File: src/sv/lss_pkg.sv
// shared constants and controller/datapath interface types
`default_nettype none
package lss_pkg;

	localparam int DEPTH   = 1024;
	localparam int IDX_W   = $clog2(DEPTH);
	localparam int CNT_W   = $clog2(DEPTH + 1);
	localparam int SUM_W   = 43;
	localparam int ELEM_W  = 32;
	localparam int LEN_W   = 11;
	localparam int POS_W   = 10;
	localparam int ENTRY_W = SUM_W + IDX_W;

	typedef struct packed {
		logic take;
		logic check;
		logic scan;
		logic finish;
	} cmd_t;

	typedef struct packed {
		logic active;
		logic table_empty;
		logic scan_end;
	} sts_t;

endpackage
`default_nettype wire

File: src/sv/lss_ctrl.sv
// controller state machine: take, prefix check, table scan, drain, finish
`default_nettype none
module lss_ctrl (
	input  wire logic          clk,
	input  wire logic          arst_n,
	input  wire logic          start,
	input  wire lss_pkg::sts_t sts,
	output lss_pkg::cmd_t      cmd,
	output logic               busy
);
	import lss_pkg::*;

	localparam logic [2:0] ST_IDLE   = 3'd0;
	localparam logic [2:0] ST_CHECK  = 3'd1;
	localparam logic [2:0] ST_SCAN   = 3'd2;
	localparam logic [2:0] ST_DRAIN  = 3'd3;
	localparam logic [2:0] ST_FINISH = 3'd4;

	logic [2:0] state_q;
	logic [2:0] state_d;

	always_comb begin
		state_d = state_q;
		cmd     = '0;
		case (state_q)
			ST_IDLE: begin
				if (start) begin
					cmd.take = 1'b1;
					state_d  = ST_CHECK;
				end
			end
			ST_CHECK: begin
				if (!sts.active) begin
					state_d = ST_FINISH;
				end else begin
					cmd.check = 1'b1;
					state_d   = sts.table_empty ? ST_FINISH : ST_SCAN;
				end
			end
			ST_SCAN: begin
				cmd.scan = 1'b1;
				if (sts.scan_end) begin
					state_d = ST_DRAIN;
				end
			end
			// last read data is compared here
			ST_DRAIN: begin
				state_d = ST_FINISH;
			end
			ST_FINISH: begin
				cmd.finish = 1'b1;
				state_d    = ST_IDLE;
			end
			default: begin
				state_d = ST_IDLE;
			end
		endcase
	end

	always_ff @(posedge clk or negedge arst_n) begin
		if (!arst_n) begin
			state_q <= ST_IDLE;
		end else begin
			state_q <= state_d;
		end
	end

	assign busy = (state_q != ST_IDLE);

`ifndef SYNTHESIS
	a_scan_nonempty: assert property (@(posedge clk) disable iff (!arst_n)
		cmd.scan |-> !sts.table_empty)
		else $error("table scan with empty table");
`endif

endmodule
`default_nettype wire

File: config.mk
export PLATFORM = sky130hd
export DESIGN_NAME = lss_ctrl
export DESIGN_NICKNAME = d
export VERILOG_FILES = /design/src/sv/lss_pkg.sv /design/src/sv/lss_ctrl.sv
export SDC_FILE = /design/constraint.sdc
export NUM_CORES = 1
export LEC_CHECK = 0
export BUFFER_PORTS_ARGS = -buffer_cell sky130_fd_sc_hd__clkbuf_2
export CORE_AREA = 10 10 47 49
export CTS_BUF_LIST = sky130_fd_sc_hd__clkbuf_16
export DETAILED_ROUTE_END_ITERATION = 16
export DIE_AREA = 0 0 57 59
export PLACE_DENSITY = 0.41
export RECOVER_POWER = 25
export REMOVE_ABC_BUFFERS = 1
export SYNTH_ARGS = -nofsm -noshare
export SYNTH_HDL_FRONTEND = slang
export SYNTH_SLANG_ARGS = --single-unit
File: constraint.sdc
create_clock -name clk -period 1.58 [get_ports clk]
set_clock_uncertainty 0.15 [all_clocks]
set_input_delay 0.079 -clock clk [delete_from_list [all_inputs] [get_ports clk]]
set_output_delay 0.079 -clock clk [all_outputs]
set_load 0.05 [all_outputs]
==> qor.txt <==
crit path from -> state_q[2]
Iter 0 DRT Violations -> 0
fillers -> 161
area of the multi-input gates -> 90.1 um^2
Reg2Reg Setup Slack -> 0.34 ns
Leak -> 0.165 nW
Sink Count -> 3
worst slew pin tran -> 0.285 ns
most frequent cells in the layout -> clkbuf_2 (7), clkbuf_16 (3), dlygate4sd3_1 (3), dfrtp_1 (3)
Tot Pwr -> 0.000951 W
met3 Track Usage GR -> 3.65%
Adder-Cell Fraction of Synth Area -> 0%
mux contribution to synthesized area -> 0%
setup TNS -> 0 ns
worst r2r src -> state_q[1]
DRC viols -> 0
worst slack, placed -> 0.214 ns
VDD IR-drop max -> 0.000723 V
Synth Area per Inst -> 10.7 um^2
Synth Cell Area -> 160 um^2
Worst R2R End -> state_q[2]
Worst Reg-to-Reg Cells -> 2
DRT antenna net count -> 0
# Post-CTS Setup Buffers -> 0
largest family of logic cells by synthesized area -> simple AND/OR/NAND/NOR gates
Critical Path Sink -> busy
first-pass GRT wire length -> 869 um
Max clock buf depth -> 2
worst skew pair latency -> 0.22 ns
CTS tree -> done
Starting Density -> 11.4%
Fin. Hold Viols -> 0
number of global-route vias before repair -> 210
n_diodes -> 0
port bufs -> 10
GRT Util Overall -> 3.59%
Routed WL -> 548 um
Die Y -> 59 um
Regs by FF count -> state_q: 3 flops
maximum fanout along the worst path -> 6
share of cells above drive strength 1 -> 43.8%
required time at the worst-slack endpoint -> 1.35 ns
Final Max Slew Viols -> 0
I/O Pins -> 11
Mapped Cells -> 15
H-tree depth -> 1
DIE WIDTH -> 57 um
share of the synthesized area in the top cell type -> 46.9%
Synth-to-Final Area Change -> 117%
met2 Use GR -> 3.10%
final instance area -> 348 um^2
nets@finish -> 39
core area -> 0.00140 mm^2
commonest non-fill, non-tap cell in the layout -> clkbuf_2
Core Rows -> 14
Reg area -> 75.1 um^2
Critical Setup Path Class -> flip-flop to output pin
CTS root buf -> clkbuf_16
RSZ-0062 raised after global routing -> false
initial antenna violation count -> 0
Yosys cell types -> 11
routability cong. -> 0.679
total gr overflow -> 0
via count -> 173
largest net degree at the start of global routing -> 8
type of origin of the critical path -> flip-flop
Die ar. -> 0.00336 mm^2
Hold WS -> 0.00244 ns
Largest register FFs -> 3
CP Capture Type -> output pin
Post-Synth Simple-Gate Area -> 43.8%
DP Area -> 230 um^2
crit path DAT -> 1.29 ns
grt met1 use -> 4.05%
worst min-delay path class -> primary input to flip-flop
final setup vio count -> 0
Worst-path clk slew -> 0.03 ns
gr busiest metal -> met1
xor-xnor portion of the synthesized cell area -> 0%
Slew headroom -> 81.1%
Final Cycle Share -> 95.9%
Final WS setup -> 0.0649 ns
Largest Register -> state_q
Synth warnings -> 0
Yosys reg bits -> 3
max frequency -> 660 MHz
run status -> finished clean
max-cap violations -> 0
total CTS buffers -> 3
vias per std cell -> 3.60
Compound-Gate Fraction of Synth Area -> 9.38%
PwrDens -> 2730 mW/mm^2
top post-synthesis cells by area -> dfrtp_1 (47%), nor3b_1 (9.4%), nand2b_1 (7.8%)
post-DR wirelength/cell -> 11.4 um
Tmin final -> 1.52 ns
1st-pass router iterations -> 1
Yosys top cell by area -> dfrtp_1
post-synthesis sequential area ratio -> 46.9%
-- timing repair --
action	4_1_cts	5_1_grt
pin swaps	0	0
hold endpoints to repair	5	0
setup endpoints to repair	1	2
hold buffers	3	0
gates resized for setup	1	5
gates cloned	0	0
-- worst min-delay path by stage --
stage | startpoint | endpoint | slack, ns | cells after the start
detailed placement | arst_n | state_q[2] | -0.27 | 1
global placement | arst_n | state_q[1] | -0.27 | 1
finish | start | state_q[0] | 0.002 | 3
global route | start | state_q[0] | 0.04 | 3
CTS | start | state_q[0] | 0.009 | 3
floorplan | arst_n | state_q[0] | -0.37 | 0
-- worst max-delay path, stage by stage (launching register included) --
cell and delay, ns:
dfrtp_1 0.42, or3_1 0.39, clkbuf_2 0.25
-- logic make-up (layout without fill, tap and decap cells) --
kind of cell / count (synthesis) / after routing
AO/OA/AOI/OAI: 2 / 2
buffers and inverters: 0 / 17
AND/OR/NAND/NOR: 10 / 10
flip-flops: 3 / 3
-- Yosys cell counts --
| master | number |
|---|---|
| nand2b_1 | 2 |
| nor3b_2 | 1 |
| nand2_1 | 1 |
| nor3_1 | 1 |
| nor3b_1 | 2 |
| or3_1 | 1 |
| dfrtp_1 | 3 |
| o21bai_1 | 1 |
| or3b_1 | 1 |
| nor2b_1 | 1 |
| a211oi_1 | 1 |
-- area by class of cell --
type	instances	area share, %
multi-input combinational	12	25.9
timing repair buffer	13	24.1
sequential	3	21.6
clock buffer	3	21.6
tap	16	5.76
clock inverter	1	1.08
-- per-stage QoR --
step	utilization [%]	instances
2_1_floorplan	-	15
3_3_place_gp	16.4	41
3_5_place_dp	16.4	41
4_1_cts	24.4	48
5_1_grt	24.8	48
6_report	24.8	48
-- power breakdown --
group          internal (W)  switching, W
clock              0.000326     0.0000673
sequential         0.000109     0.0000533
combinational      0.000115      0.000280
total              0.000550      0.000401
-- metal layers --
metal / up-vias / part of all wire, %
met4: 0 / 0
met3: 0 / 17
met5: - / 0
met1: 73 / 52
met2: 13 / 30
li1: 87 / -
Note: power is estimated with default switching activity, not from simulation.
